### config.mk
export PLATFORM = sky130hd
export DESIGN_NAME = genotype_line_parser_unit
export DESIGN_NICKNAME = d
export VERILOG_FILES = /design/src/sv/glp_pkg.sv /design/src/sv/glp_front.sv /design/src/sv/glp_queue.sv /design/src/sv/glp_back.sv /design/src/sv/genotype_line_parser_unit.sv
export SDC_FILE = /design/constraint.sdc
export NUM_CORES = 1
export LEC_CHECK = 0
export ABC_AREA = 1
export BUFFER_PORTS_ARGS = -buffer_cell sky130_fd_sc_hd__buf_2
export CORE_AREA = 2 2 181 183
export DETAILED_ROUTE_END_ITERATION = 8
export DIE_AREA = 0 0 183 185
export HOLD_SLACK_MARGIN = 0.05
export PLACE_DENSITY = 0.79
export SETUP_SLACK_MARGIN = 0.2
export SLEW_MARGIN = 20
export SYNTH_ARGS = -nofsm -noshare
export SYNTH_HDL_FRONTEND = slang
export SYNTH_SLANG_ARGS = --single-unit
### constraint.sdc
create_clock -name clk -period 9.55 [get_ports clk]
set_clock_uncertainty 0.2 [all_clocks]
set_input_delay 1.4325 -clock clk [delete_from_list [all_inputs] [get_ports clk]]
set_output_delay 1.4325 -clock clk [all_outputs]
set_load 0.005 [all_outputs]
### src/sv/glp_pkg.sv
// Shared types, character constants and the decimal accumulate step of the line parser.
`default_nettype none
package glp_pkg;

  localparam int unsigned NUM_BITS       = 31;
  localparam int unsigned REC_FIXED_BITS = 94;
  localparam int unsigned Q_DEPTH        = 4;
  localparam int unsigned Q_PTR_BITS     = 2;

  localparam logic [NUM_BITS-1:0] NUM_MAX = {NUM_BITS{1'b1}};

  localparam logic [7:0] CH_R    = 8'h72;
  localparam logic [7:0] CH_S    = 8'h73;
  localparam logic [7:0] CH_X_UP = 8'h58;
  localparam logic [7:0] CH_X_LO = 8'h78;
  localparam logic [7:0] CH_Y_UP = 8'h59;
  localparam logic [7:0] CH_Y_LO = 8'h79;
  localparam logic [7:0] CH_A    = 8'h41;
  localparam logic [7:0] CH_C    = 8'h43;
  localparam logic [7:0] CH_G    = 8'h47;
  localparam logic [7:0] CH_T    = 8'h54;
  localparam logic [7:0] CH_D    = 8'h44;
  localparam logic [7:0] CH_I    = 8'h49;
  localparam logic [7:0] CH_ZERO = 8'h30;
  localparam logic [7:0] CH_NINE = 8'h39;

  // classified byte as it travels from front to back
  typedef struct packed {
    logic [7:0] ch;
    logic       last;
    logic       live;
    logic       dig;
    logic       xch;
    logic       ych;
    logic       r;
    logic       s;
    logic       allele;
  } cls_t;

  // v*10 + digit, saturating
  function automatic logic [NUM_BITS-1:0] acc_digit(input logic [NUM_BITS-1:0] v,
                                                    input logic [7:0] c);
    logic [NUM_BITS+3:0] n;
    n = ({4'b0, v} << 3) + ({4'b0, v} << 1) + {{(NUM_BITS){1'b0}}, c[3:0]};
    if (n > {4'b0, NUM_MAX}) begin
      acc_digit = NUM_MAX;
    end else begin
      acc_digit = n[NUM_BITS-1:0];
    end
  endfunction

endpackage
`default_nettype wire

### src/sv/glp_front.sv
// Front end: byte classification and per-line byte counting.
`default_nettype none
module glp_front #(
  parameter int unsigned LINE_BYTES = 256
) (
  input  wire logic         clk,
  input  wire logic         rst,
  input  wire logic         s_tvalid,
  output logic              s_tready,
  input  wire logic [7:0]   s_tdata,   // char_code
  input  wire logic         s_tlast,   // line_end
  input  wire logic         q_full,
  output logic              q_push,
  output glp_pkg::cls_t     q_item
);

  localparam int unsigned CW = $clog2(LINE_BYTES + 1);

  logic [CW-1:0] byte_cnt;
  logic          live;

  assign s_tready = !q_full;
  assign q_push   = s_tvalid && s_tready;
  assign live     = byte_cnt < CW'(LINE_BYTES);

  always_comb begin
    q_item.ch     = s_tdata;
    q_item.last   = s_tlast;
    q_item.live   = live;
    q_item.dig    = (s_tdata >= glp_pkg::CH_ZERO) && (s_tdata <= glp_pkg::CH_NINE);
    q_item.xch    = (s_tdata == glp_pkg::CH_X_UP) || (s_tdata == glp_pkg::CH_X_LO);
    q_item.ych    = (s_tdata == glp_pkg::CH_Y_UP) || (s_tdata == glp_pkg::CH_Y_LO);
    q_item.r      = s_tdata == glp_pkg::CH_R;
    q_item.s      = s_tdata == glp_pkg::CH_S;
    q_item.allele = (s_tdata == glp_pkg::CH_A) || (s_tdata == glp_pkg::CH_C) ||
                    (s_tdata == glp_pkg::CH_G) || (s_tdata == glp_pkg::CH_T) ||
                    (s_tdata == glp_pkg::CH_D) || (s_tdata == glp_pkg::CH_I) ||
                    (s_tdata == glp_pkg::CH_ZERO);
  end

  always_ff @(posedge clk) begin
    if (rst) begin
      byte_cnt <= '0;
    end else if (q_push) begin
      if (s_tlast) begin
        byte_cnt <= '0;
      end else if (live) begin
        byte_cnt <= byte_cnt + CW'(1);
      end
    end
  end

  assert property (@(posedge clk) disable iff (rst) byte_cnt <= CW'(LINE_BYTES))
    else $error("byte counter past line limit");

endmodule
`default_nettype wire

### src/sv/glp_queue.sv
// Short queue of classified bytes between front and back.
`default_nettype none
module glp_queue (
  input  wire logic          clk,
  input  wire logic          rst,
  input  wire logic          push,
  input  wire glp_pkg::cls_t push_item,
  output logic               full,
  input  wire logic          pop,
  output logic               valid,
  output glp_pkg::cls_t      head
);

  localparam int unsigned PW = glp_pkg::Q_PTR_BITS;

  glp_pkg::cls_t mem [glp_pkg::Q_DEPTH];
  logic [PW-1:0] wptr;
  logic [PW-1:0] rptr;
  logic [PW:0]   count;

  assign full  = count == (PW+1)'(glp_pkg::Q_DEPTH);
  assign valid = count != '0;
  assign head  = mem[rptr];

  always_ff @(posedge clk) begin
    if (push) begin
      mem[wptr] <= push_item;
    end
  end

  always_ff @(posedge clk) begin
    if (rst) begin
      wptr  <= '0;
      rptr  <= '0;
      count <= '0;
    end else begin
      if (push) begin
        wptr <= wptr + PW'(1);
      end
      if (pop) begin
        rptr <= rptr + PW'(1);
      end
      if (push && !pop) begin
        count <= count + (PW+1)'(1);
      end else if (pop && !push) begin
        count <= count - (PW+1)'(1);
      end
    end
  end

  assert property (@(posedge clk) disable iff (rst) !(push && full) && !(pop && !valid))
    else $error("queue overflow or underflow");

endmodule
`default_nettype wire

### src/sv/glp_back.sv
// Back end: line parse sequencer, record counter and output register.
`default_nettype none
module glp_back #(
  parameter int unsigned COUNT_BITS = 24
) (
  input  wire logic      clk,
  input  wire logic      rst,
  input  wire logic      q_valid,
  input  wire glp_pkg::cls_t q_head,
  output logic           q_pop,
  output logic           m_tvalid,
  input  wire logic      m_tready,
  output logic [((glp_pkg::REC_FIXED_BITS + COUNT_BITS + 7) / 8) * 8 - 1:0] m_tdata
);

  localparam int unsigned REC_BITS = glp_pkg::REC_FIXED_BITS + COUNT_BITS;
  localparam int unsigned OUT_W    = ((REC_BITS + 7) / 8) * 8;
  localparam int unsigned NB       = glp_pkg::NUM_BITS;

  localparam logic [3:0] PH_R          = 4'd0;
  localparam logic [3:0] PH_S          = 4'd1;
  localparam logic [3:0] PH_FIRST      = 4'd2;
  localparam logic [3:0] PH_RS         = 4'd3;
  localparam logic [3:0] PH_SKIP_CHROM = 4'd4;
  localparam logic [3:0] PH_CHROM2     = 4'd5;
  localparam logic [3:0] PH_SKIP_POS   = 4'd6;
  localparam logic [3:0] PH_POS        = 4'd7;
  localparam logic [3:0] PH_SKIP_A1    = 4'd8;
  localparam logic [3:0] PH_SKIP_A2    = 4'd9;
  localparam logic [3:0] PH_IDLE       = 4'd10;

  logic [3:0]            phase, phase_next;
  logic                  qual, qual_next;
  logic [NB-1:0]         rs_acc, rs_acc_next;
  logic [7:0]            chrom0, chrom0_next, chrom1, chrom1_next;
  logic [NB-1:0]         pos_acc, pos_acc_next;
  logic [7:0]            al0, al0_next, al1, al1_next;
  logic [COUNT_BITS-1:0] rec_cnt, rec_cnt_next;
  logic                  do_chrom, do_a1, emit;
  logic                  out_valid;
  logic [OUT_W-1:0]      out_data, rec_word;

  assign q_pop    = q_valid && (!out_valid || m_tready);
  assign m_tvalid = out_valid;
  assign m_tdata  = out_data;

  always_comb begin
    phase_next   = phase;
    qual_next    = qual;
    rs_acc_next  = rs_acc;
    chrom0_next  = chrom0;
    chrom1_next  = chrom1;
    pos_acc_next = pos_acc;
    al0_next     = al0;
    al1_next     = al1;
    do_chrom     = 1'b0;
    do_a1        = 1'b0;
    if (q_pop && q_head.live) begin
      case (phase)
        PH_R: begin
          phase_next = q_head.r ? PH_S : PH_IDLE;
        end
        PH_S: begin
          phase_next = q_head.s ? PH_FIRST : PH_IDLE;
        end
        PH_FIRST: begin
          if (q_head.dig) begin
            qual_next   = 1'b1;
            rs_acc_next = glp_pkg::acc_digit('0, q_head.ch);
            phase_next  = PH_RS;
          end else begin
            phase_next = PH_IDLE;
          end
        end
        PH_RS: begin
          if (q_head.dig) begin
            rs_acc_next = glp_pkg::acc_digit(rs_acc, q_head.ch);
          end else begin
            phase_next = PH_SKIP_CHROM;
            do_chrom   = 1'b1;
          end
        end
        PH_SKIP_CHROM: begin
          do_chrom = 1'b1;
        end
        PH_CHROM2: begin
          if (q_head.dig) begin
            chrom1_next = q_head.ch;
          end
          phase_next = PH_SKIP_POS;
        end
        PH_SKIP_POS: begin
          if (q_head.dig) begin
            pos_acc_next = glp_pkg::acc_digit('0, q_head.ch);
            phase_next   = PH_POS;
          end
        end
        PH_POS: begin
          if (q_head.dig) begin
            pos_acc_next = glp_pkg::acc_digit(pos_acc, q_head.ch);
          end else begin
            phase_next = PH_SKIP_A1;
            do_a1      = 1'b1;
          end
        end
        PH_SKIP_A1: begin
          do_a1 = 1'b1;
        end
        PH_SKIP_A2: begin
          if (q_head.allele) begin
            al1_next   = q_head.ch;
            phase_next = PH_IDLE;
          end
        end
        default: begin
        end
      endcase
      if (do_chrom) begin
        if (q_head.dig) begin
          chrom0_next = q_head.ch;
          phase_next  = PH_CHROM2;
        end else if (q_head.xch) begin
          chrom0_next = glp_pkg::CH_X_UP;
          phase_next  = PH_SKIP_POS;
        end else if (q_head.ych) begin
          chrom0_next = glp_pkg::CH_Y_UP;
          phase_next  = PH_SKIP_POS;
        end
      end
      if (do_a1 && q_head.allele) begin
        al0_next   = q_head.ch;
        phase_next = PH_SKIP_A2;
      end
    end
  end

  assign emit         = q_pop && q_head.last && qual_next;
  assign rec_cnt_next = (rec_cnt == {COUNT_BITS{1'b1}}) ? rec_cnt : rec_cnt + COUNT_BITS'(1);

  always_comb begin
    rec_word = '0;
    rec_word[REC_BITS-1:0] = {rec_cnt_next, al1_next, al0_next, pos_acc_next,
                              chrom1_next, chrom0_next, rs_acc_next};
  end

  always_ff @(posedge clk) begin
    if (emit) begin
      out_data <= rec_word;
    end
  end

  always_ff @(posedge clk) begin
    if (rst) begin
      phase     <= PH_R;
      qual      <= 1'b0;
      rs_acc    <= '0;
      chrom0    <= '0;
      chrom1    <= '0;
      pos_acc   <= '0;
      al0       <= '0;
      al1       <= '0;
      rec_cnt   <= '0;
      out_valid <= 1'b0;
    end else begin
      if (emit) begin
        out_valid <= 1'b1;
        rec_cnt   <= rec_cnt_next;
      end else if (m_tready) begin
        out_valid <= 1'b0;
      end
      if (q_pop && q_head.last) begin
        phase   <= PH_R;
        qual    <= 1'b0;
        rs_acc  <= '0;
        chrom0  <= '0;
        chrom1  <= '0;
        pos_acc <= '0;
        al0     <= '0;
        al1     <= '0;
      end else begin
        phase   <= phase_next;
        qual    <= qual_next;
        rs_acc  <= rs_acc_next;
        chrom0  <= chrom0_next;
        chrom1  <= chrom1_next;
        pos_acc <= pos_acc_next;
        al0     <= al0_next;
        al1     <= al1_next;
      end
    end
  end

  assert property (@(posedge clk) disable iff (rst) emit |-> (!out_valid || m_tready))
    else $error("record overwrites an unaccepted record");

  assert property (@(posedge clk) disable iff (rst) out_valid |-> rec_cnt != '0)
    else $error("record pending with zero record count");

  assert property (@(posedge clk) disable iff (rst)
                   (qual && phase == PH_R) |-> 1'b0)
    else $error("qualified line back at line start");

endmodule
`default_nettype wire

### src/sv/genotype_line_parser_unit.sv
// Top level of the genotype text line parser.
// Takes one text byte per cycle on s_* (tlast marks a line's last byte) and sustains
// one byte per clock back to back. A byte is classified in the front end, goes through
// a four-entry queue and is consumed by the parse sequencer, which writes a record into
// the m_* output register as it takes the byte that closes its line. The only throttle is
// the output register: while a record waits for m_tready the queue absorbs up to four
// more bytes, after which s_tready drops. One record per line that starts with "rs" and a
// digit; record_index counts records and saturates at 2^COUNT_BITS-1.
`default_nettype none
module genotype_line_parser_unit #(
  parameter int unsigned LINE_BYTES = 256,
  parameter int unsigned COUNT_BITS = 24
) (
  input  wire logic        clk,
  input  wire logic        rst,
  input  wire logic        s_tvalid,
  output logic             s_tready,
  input  wire logic [7:0]  s_tdata,   // char_code
  input  wire logic        s_tlast,   // line_end
  output logic             m_tvalid,
  input  wire logic        m_tready,
  // rs_number, chrom_first, chrom_second, position, allele_first, allele_second,
  // record_index, zero fill
  output logic [((glp_pkg::REC_FIXED_BITS + COUNT_BITS + 7) / 8) * 8 - 1:0] m_tdata
);

  glp_pkg::cls_t push_item;
  glp_pkg::cls_t head;
  logic          push, full, pop, q_valid;

  glp_front #(
    .LINE_BYTES(LINE_BYTES)
  ) u_front (
    .clk      (clk),
    .rst      (rst),
    .s_tvalid (s_tvalid),
    .s_tready (s_tready),
    .s_tdata  (s_tdata),
    .s_tlast  (s_tlast),
    .q_full   (full),
    .q_push   (push),
    .q_item   (push_item)
  );

  glp_queue u_queue (
    .clk       (clk),
    .rst       (rst),
    .push      (push),
    .push_item (push_item),
    .full      (full),
    .pop       (pop),
    .valid     (q_valid),
    .head      (head)
  );

  glp_back #(
    .COUNT_BITS(COUNT_BITS)
  ) u_back (
    .clk      (clk),
    .rst      (rst),
    .q_valid  (q_valid),
    .q_head   (head),
    .q_pop    (pop),
    .m_tvalid (m_tvalid),
    .m_tready (m_tready),
    .m_tdata  (m_tdata)
  );

endmodule
`default_nettype wire

* After elaboration in Yosys (flattened, before gate mapping)
Memory sizes are Yosys's and may differ from the RTL's. A register that Yosys moved wholly into a read port is not among the register bits.
Cells that the tools add are included.
** Word-level totals
- Flip-flop bits (word level) :: 258
- RAM bits :: 64
- Input bits :: 13
- Logic and storage cells :: 141
- Memories :: 1
** Cells by class
- $add $sub $neg :: 10
- Order comparisons :: 6
- Eq/ne operators :: 24
- Mux-type cells :: 56
- Reductions and logical operators :: 29
** Memory list
- u_queue.mem :: depth 4, width 16, rd ports 1, clocked after Yosys merged registers in 1, write ports 1, line glp_queue.sv:16 : glp_pkg::cls_t mem [glp_pkg::Q_DEPTH];
** Operators by type and width (count)
- 31-bit two-way mux :: 9
- 31-bit one-hot mux with 2 select lines :: 2
- 8-bit two-way mux :: 13
- 8-bit by 7-bit == test with 1-bit output, second input constant :: 12
- 34-bit by 32-bit adder with 35-bit output :: 2
- 35-bit by 4-bit adder with 35-bit output :: 2
- 35-bit by 31-bit greater-than comparator with 1-bit output, second input constant :: 2
- 4-bit two-way mux :: 12
- 4-bit one-hot mux with 8 select lines :: 1
- 4-bit by 31-bit greater-than comparator with 1-bit output, second input constant :: 1
- 24-bit by 1-bit adder with 24-bit output, second input constant :: 1
- 24-bit == test, second input constant :: 1
- 24-bit two-way mux :: 1
- 9-bit two-way mux :: 2
- 4-bit by 3-bit == test with 1-bit output, second input constant :: 4
- 1-bit two-way mux :: 10
- 9-bit by 1-bit adder with 9-bit output, second input constant :: 1
- 1-bit logical AND :: 9
- 1-bit logical OR :: 9
- 9-bit < comparator, second input constant :: 1
- 4-bit by 2-bit == test with 1-bit output, second input constant :: 2
- 4-bit == test, second input constant :: 2
- 8-bit by 6-bit == test with 1-bit output, second input constant :: 1
- 8-bit by 6-bit greater-or-equal comparator with 1-bit output, second input constant :: 1
- other kinds (15) :: 24

* Longest topological paths before layout
Gate-level depths: netlist (run 1).
- Depth in word-level cells :: 8
- Depth in mapped cells :: 27
- Gate-level depth less buffers :: 25

* Modules after synthesis
Synthesis (run 1) repeated with hierarchy kept, for this count alone.
** Unflattened totals
- Cell total of the unflattened synthesis :: 2146
- Area, all modules :: 18123.6 um^2
** By module, submodules not included
- glp_back :: times used 1, cells each 1816, area an instance 14564.0 um^2, seq. area each 6025.8 um^2
- glp_queue :: times used 1, cells each 213, area an instance 2802.7 um^2, seq. area each 2102.0 um^2
- glp_front :: times used 1, cells each 117, area an instance 757.0 um^2, seq. area each 180.2 um^2

* Least setup slack after synthesis (run 1)
No wires, ideal clock.
- Path kind :: input to register
- Start point :: input m_tready
- End point :: register u_back.out_data[0], in the netlist u_back.m_tdata[0] (enable)
- Setup time :: 0.427 ns
- Data arrival time :: 3.857 ns
- Setup slack :: 5.066 ns
- Stages :: 11
- Buffers on the path :: 1
- Path through :: nor2_1 > a31oi_4 > nand3_2 > nor2_2 > inv_2 > nor2_2 > a21oi_1 > inv_1 > nand2_1 > inv_1 > buf_2
** On the way
- Cells in the longest elaborated chain, start to end :: 5
- Elaborated cells on any way between the ends :: 6
** Ends and longest elaborated chain
- start: declaration :: line genotype_line_parser_unit.sv:21 : input wire logic m_tready,
- 1-bit logical OR (*) :: line glp_back.sv:43 : assign q_pop = q_valid && (!out_valid || m_tready);
- 1-bit logical AND (*) :: line glp_back.sv:43
- 1-bit logical AND :: line glp_back.sv:58 : if (q_pop && q_head.live) begin
- 1-bit two-way mux :: line glp_back.sv:58
- 1-bit logical AND (*) :: line glp_back.sv:137 : assign emit = q_pop && q_head.last && qual_next;
- named net u_back.emit :: line glp_back.sv:39 : logic do_chrom, do_a1, emit;
- end signal: assignment :: line glp_back.sv:148 : out_data <= rec_word;
- end: declaration :: line glp_back.sv:41 : logic [OUT_W-1:0] out_data, rec_word;
Mark *: on every way through the listed nets, which the timed path passes. The rest lies on a longest branch.
A chain may end at the register's enable or synchronous reset.

* Worst setup path in the final report (run 1)
- Start point :: input m_tready
- End point :: register u_back.rec_cnt[2]
** On the way
- Cells in the longest elaborated chain, start to end :: 5
- Elaborated cells on any way between the ends :: 6
** Ends and longest elaborated chain
- 1-bit logical OR (*) :: line glp_back.sv:43
- 1-bit logical AND (*) :: line glp_back.sv:43
- 1-bit logical AND :: line glp_back.sv:58
- 1-bit two-way mux :: line glp_back.sv:58
- 1-bit logical AND (*) :: line glp_back.sv:137
- end signal: assignment :: line glp_back.sv:167 : rec_cnt <= rec_cnt_next;
- end: declaration :: line glp_back.sv:38 : logic [COUNT_BITS-1:0] rec_cnt, rec_cnt_next;
Mark *: on every way between the ends. The rest lies on a longest branch, timed or not.

==> metrics, run 1 <==
run status finished clean; setup slack, reg-to-reg 4.24 ns; Worst Setup SP m_tready; Synthesis Warnings 0; DRT iter0 DRCs 1134; DP Worst Slack 3.63 ns; CP max FO 81; Avg Synthesized Cell Area 8.39 µm²; antenna violation net count after detailed routing 0; top cells by count, synth nand2_1, inv_1, nor2_1, a21oi_1, edfxtp_1; drt pass-1 iters 5; hold buffer count at CTS 0; Syn-to-layout area delta 11.9%; DP HPWL 29500 µm; ANT cells 0; Hold Path Class flop to flop; Starting Density 55.8%; final setup fails 0; setup TNS 0 ns; relative slew slack 28.9%; Die Y 185 µm; clk sink count 324; chip width 183 µm; Final Critical Period 5.37 ns; CP arrival 5.63 ns; Most used DFF post-synth edfxtp_1; Num CTS Buffers 36; # IOs 135; R2R cell count 15; global-route met1 utilization 32.1%; Post-synth EDFFs 182; post-CTS setup buffer count 0; P per Cell Area 186 mW/mm²; H-tree levels 2; worst slew pin tran 1.06 ns; Root Buffer clkbuf_16; drt total wl 41900 µm; first-pass GRT wire length 68300 µm; Syn Std Cell Area 0.0179 mm²; largest vdd supply drop 0.000164 V; Die Area 0.0339 mm²; Fin. Hold Viols 0; post-synthesis sequential area ratio 46.5%; RSZ-0062 raised after global routing no; maxcap violations 0; Worst Path Required 9.80 ns; Core Area 0.0320 mm²; Yosys reg bits 324; vias in the first global route 14200; initial antenna violation count 0; area of the multi-input gates 0.00845 mm²; grt met3 use 3.85%; total power 3.71 mW; Mapped Cells 2130; Post-synth ARST share 0%; row cnt 66; ratio of cells with drive above 1 in the final layout 12.3%; clock latency at the later pin of the worst-skew pair 0.54 ns; GRT Util Overall 24.7%; top post-synthesis cells by area edfxtp_1, dfxtp_1, nand2_1; GR peak layer met2; crit path launch type input pin; Worst Setup End Kind flop; met2 usage 42.2%; WS Path Type input pin to flop; final period utilization 56.2%; vias post-DR 14800; Fmax 0.186 GHz; Final Instance Area 0.0200 mm²; FILL cells 2733; Post-DP Area 0.0188 mm²; post-synth cell types 57; cell taking the most area after synthesis edfxtp_1; Leak 9.20 nW; DRC violations left 0; Clock Pin Slew Worst Setup and Hold Paths 0.06 ns; layout net count 2400; WL/cell 15.6 µm; post-route setup slack 4.18 ns; CTS resizes 0; total grt overflow 0; Final Core Density 62.4%; reg-to-reg critical path endpoint u_back.rec_cnt[2]; Worst Setup EP u_back.rec_cnt[2]; gpl congestion 0.949; Yosys top cell area share 30.6%; Final Slew Violations 0; largest net degree at the start of global routing 100; Reg area 0.00831 mm²; PortBufs 132; top-count cell post-synth nand2_1; CTS tree yes; clk buf depth 3; vias per cell 5.51
-- worst max-delay path: stages --
cell	delay, ns
buf_2	0.08
nor2_1	0.07
a31oi_4	0.21
nand3_2	0.35
nor2_2	0.28
inv_2	0.10
nor2_2	0.11
a21oi_1	0.10
inv_1	0.09
nand2_1	0.60
inv_4	0.88
buf_4	0.82
o21ai_0	0.16
a31oi_1	0.17
-- registers in the layout, indices dropped and copies added, names as in the netlist, 3 cells and up, named ones only --
| name | flops |
|---|---|
| u_queue.mem | 64 |
| u_back.m_tdata | 118 |
| u_back.chrom0 | 8 |
| u_back.chrom1 | 8 |
| u_back.al0 | 8 |
| u_queue.count | 3 |
| u_back.rs_acc | 31 |
| u_back.al1 | 8 |
| u_front.byte_cnt | 9 |
| u_back.pos_acc | 31 |
| u_back.rec_cnt | 24 |
| u_back.phase | 4 |
-- area by class of cell --
| cell class | count | share of cell area (%) |
|---|---|---|
| multi-input cells | 1528 | 42.3 |
| inverters | 224 | 4.22 |
| flip-flops and latches | 324 | 41.5 |
| clock inverters | 17 | 0.963 |
| repair buffers | 139 | 3.58 |
| well taps | 408 | 2.55 |
| clock buffers | 48 | 4.88 |
-- through the flow --
step,cells,hold WS [ns]
2_1_floorplan,2131,0.222
6_report,2688,0.254
4_1_cts,2687,0.256
3_3_place_gp,2622,0.246
5_1_grt,2688,0.289
3_5_place_dp,2622,0.241
-- cell families after synthesis --
logic type | share of synthesized area [%]
AND/OR/NAND/NOR | 21.6
AO/OA/AOI/OAI | 12.8
flip-flops | 46.5
buffers and inverters | 6.33
adder cells (fa/ha/maj) | 9.59
XOR/XNOR | 3.18
other | 0.0210
-- report_power, final --
part	total (mW)	switching, mW	internal (mW)
Sequential	1.59	0.0366	1.55
Clock	1.37	0.566	0.808
Combinational	0.753	0.550	0.203
Total	3.71	1.15	2.56
-- how the worst min path moves through the flow --
stage	startpoint	to	slack, ns	cells past startpoint
2_1_floorplan	u_front.byte_cnt[7]	u_front.byte_cnt[7]	0.22	1
3_3_place_gp	u_front.byte_cnt[7]	u_front.byte_cnt[7]	0.25	1
3_5_place_dp	u_front.byte_cnt[7]	u_front.byte_cnt[7]	0.24	1
4_1_cts	u_front.byte_cnt[7]	u_front.byte_cnt[7]	0.26	1
5_1_grt	u_back.chrom0[6]	u_back.chrom0[6]	0.29	2
6_report	u_front.byte_cnt[7]	u_front.byte_cnt[7]	0.25	1
-- per-layer routing --
metal | vias to the layer above | share of wire [%]
li1 | 7385 | -
met1 | 6894 | 44
met2 | 438 | 47
met3 | 92 | 5.9
met4 | 0 | 2.8
met5 | - | 0
-- cell usage in the layout, fill, tap and decap left out, types with 15 or more instances in the layout --
master and instances:
a211oi_1 21, buf_2 132, dfxtp_1 142, inv_1 216, xnor2_1 34, nand2_1 545
or2_2 19, nand3_1 73, edfxtp_1 182, nor2_1 204, o21ai_2 23, o21ai_0 93
o21ai_1 15, clkbuf_16 36, nor2_2 15, xor2_1 31, a21oi_1 199, nor3_1 20
ha_1 129
(Power assumes the default switching activity.)
==> inputs of run 2 (changes only) <==
Settings changed: CORE_AREA 2 2 181 183 to 2 2 184 186, DIE_AREA 0 0 183 185 to 0 0 186 188, PLACE_DENSITY 0.79 to 0.8.
Clock period 9.55 ns to 4.6 ns, I/O delays scaled along.
==> metrics, run 2 (same netlist as run 1, synthesis figures left out) <==
CP max FO 19 (was 81); internal power 5.41 mW (was 2.56 mW); Root Buffer clkbuf_16 (unchanged); post-route setup slack 0.529 ns (was 4.18 ns); clk buf depth 3 (unchanged); DRT iter0 DRCs 947 (was 1134); relative slew slack 39.6% (was 28.9%); Num CTS Buffers 35 (was 36); gpl congestion 0.920 (was 0.949); row cnt 67 (was 66); crit path launch type flop (was input pin); clock latency at the later pin of the worst-skew pair 0.53 ns (was 0.54 ns); Hold EP u_queue.mem[1][7] (was u_front.byte_cnt[7]); DP Worst Slack 0.421 ns (was 3.63 ns); largest vdd supply drop 0.000316 V (was 0.000164 V); vias per cell 5.44 (was 5.51); vias in the first global route 14300 (was 14200); PortBufs 132 (unchanged); placed cells 2684 (was 2622); RSZ-0062 raised after global routing no (unchanged); DP HPWL 30900 µm (was 29500 µm); chip width 186 µm (was 183 µm); CP max stage delay 0.57 ns (was 0.88 ns); Core Area 0.0331 mm² (was 0.0320 mm²); combinational share of power 20.8% (was 20.3%); initial antenna violation count 0 (unchanged); slowest CP cell fa_1 (was inv_4); R2R cell count 22 (was 15); largest net degree at the start of global routing 50 (was 100); most frequent CP cell nand2_1 (was nor2_2); run status finished clean (unchanged); Die Y 188 µm (was 185 µm); Critical path buffers and inverters 4 (was 5); Syn-to-layout area delta 13.5% (was 11.9%); Top delay family on crit path simple AND/OR/NAND/NOR gates (was buffers and inverters); switching pwr 2.41 mW (was 1.15 mW); Starting Density 54.0% (was 55.8%); antenna violation net count after detailed routing 0 (unchanged); # IOs 135 (unchanged); Final Critical Period 4.07 ns; final period utilization 88.5%; most common cell after layout, fill and taps aside nand2_1 (unchanged); Fin. Hold Viols 0 (unchanged); FILL cells 2826 (was 2733); setup slack, reg-to-reg 0.53 ns (was 4.24 ns); Die Area 0.0350 mm² (was 0.0339 mm²); drt total wl 42300 µm (was 41900 µm); CP arrival 4.14 ns (was 5.63 ns); final setup fails 0 (unchanged); Final Slew Violations 0 (unchanged); commonest non-fill, non-tap cells in the layout nand2_1, inv_1, nor2_1, a21oi_1, edfxtp_1 (unchanged); first-pass GRT wire length 69200 µm (was 68300 µm); WL/cell 15.4 µm (was 15.6 µm); total grt overflow 0 (unchanged); Clock Pin Slew Worst Setup and Hold Paths 0.06 ns (about the same); crit path cell chain buf_4, o21ai_0, o22ai_1, inv_1, fa_1, inv_1, ha_1, nand3_1, nand3_1, nand2_1, nand2_1, nand2_1, nand2_1, nand2_1, nand2_1, nand2_1, nand2_1, nor2_1, nand2_2, buf_4, o21ai_0, nand2_1 (was buf_2, nor2_1, a31oi_4, nand3_2, nor2_2, inv_2, nor2_2, a21oi_1, inv_1, nand2_1, inv_4, buf_4, o21ai_0, a31oi_1); Leak 9.32 nW (was 9.20 nW); Finished Layout Cells 2749 (was 2688); Clock Power Share 37.1% (was 37.0%); H-tree levels 2 (unchanged); DRC violations left 0 (unchanged); reg-to-reg critical path endpoint u_back.m_tdata[60] (was u_back.rec_cnt[2]); ANT cells 0 (unchanged); switching part of the total 30.8% (was 31.0%); clk sink count 324 (unchanged); Hold Path Stages 1 (unchanged); Flop pwr share 42.1% (was 42.7%); drt pass-1 iters 5 (unchanged); GRT Util Overall 24.3% (was 24.7%); Fmax 0.246 GHz; WHS 0.213 ns (was 0.254 ns); Worst Hold Launch s_tlast (was u_front.byte_cnt[7]); CTS tree yes (unchanged); worst slew pin tran 0.897 ns (was 1.06 ns); P per Cell Area 385 mW/mm² (was 186 mW/mm²); setup TNS 0 ns (unchanged); max reg flops 118 (unchanged); Worst Path Required 4.67 ns (was 9.80 ns); total power 7.82 mW (was 3.71 mW); ratio of cells with drive above 1 in the final layout 13.4% (was 12.3%); layout net count 2421 (was 2400); maxcap violations 0 (unchanged); Worst Setup End Kind flop (unchanged); WS Path Type flop to flop (was input pin to flop); vias post-DR 14900 (was 14800); Hold Path Class input pin to flop (was flop to flop)
[run 2: worst reg2reg max path, stage by stage, from the launching register on]
cell and delay, ns:
dfxtp_1 0.37, buf_4 0.18, o21ai_0 0.11, o22ai_1 0.18, inv_1 0.15, fa_1 0.57
inv_1 0.06, ha_1 0.31, nand3_1 0.09, nand3_1 0.11, nand2_1 0.08, nand2_1 0.10
nand2_1 0.08, nand2_1 0.12, nand2_1 0.11, nand2_1 0.05, nand2_1 0.05, nand2_1 0.04
nor2_1 0.14, nand2_2 0.14, buf_4 0.24, o21ai_0 0.26, nand2_1 0.07
[run 2: metal layers]
metal | wire length [µm] | up-vias | track usage, %
met5 | 0 | - | 0
li1 | - | 7430 | -
met2 | 20000 | 452 | 40.4
met4 | 1260 | 0 | 9.33
met1 | 18800 | 6974 | 32.0
met3 | 2220 | 92 | 3.63
[run 2: layout make-up]
class	instances	area, µm²	area share [%]
Timing Repair Buffer	161	903	4.45
Multi-Input combinational cell	1528	8460	41.7
Clock buffer	42	953	4.70
Sequential cell	324	8310	41.0
Tap cell	448	561	2.76
Inverter	224	850	4.19
Clock inverter	22	250	1.23
[run 2: stage by stage]
step / utilization, % / instance area (µm²)
finish: 61.3 / 20300
global route: 61.3 / 20300
CTS: 61.1 / 20200
detailed placement: 57.5 / 19000
global placement: 57.5 / 19000
floorplan: - / 17900
[run 2: power by group through the flow]
| stage | clock, mW | combinational (mW) | sequential (mW) |
|---|---|---|---|
| floorplan | 0 | 1.13 | 3.34 |
| global placement | 0 | 1.56 | 3.34 |
| detailed placement | 0 | 1.59 | 3.35 |
| CTS | 2.95 | 1.60 | 3.29 |
| global route | 3.05 | 1.81 | 3.31 |
| finish | 2.90 | 1.62 | 3.29 |
[run 2: timing repair]
action	4_1_cts	5_1_grt
endpoints found under the setup margin	0	65
buffers inserted	0	1
resized for setup	0	17
hold buffers	0	0
[run 2: worst max path at each step]
stage,slack (ns),from,to,cells after the start
floorplan,0.74,flop,u_back.m_tdata[10],21
global placement,0.52,flop,u_back.m_tdata[2],19
detailed placement,0.42,flop,u_back.m_tdata[3],19
CTS,0.38,flop,u_back.m_tdata[3],19
global route,0.20,flop,u_back.m_tdata[56],22
finish,0.53,flop,u_back.m_tdata[60],22
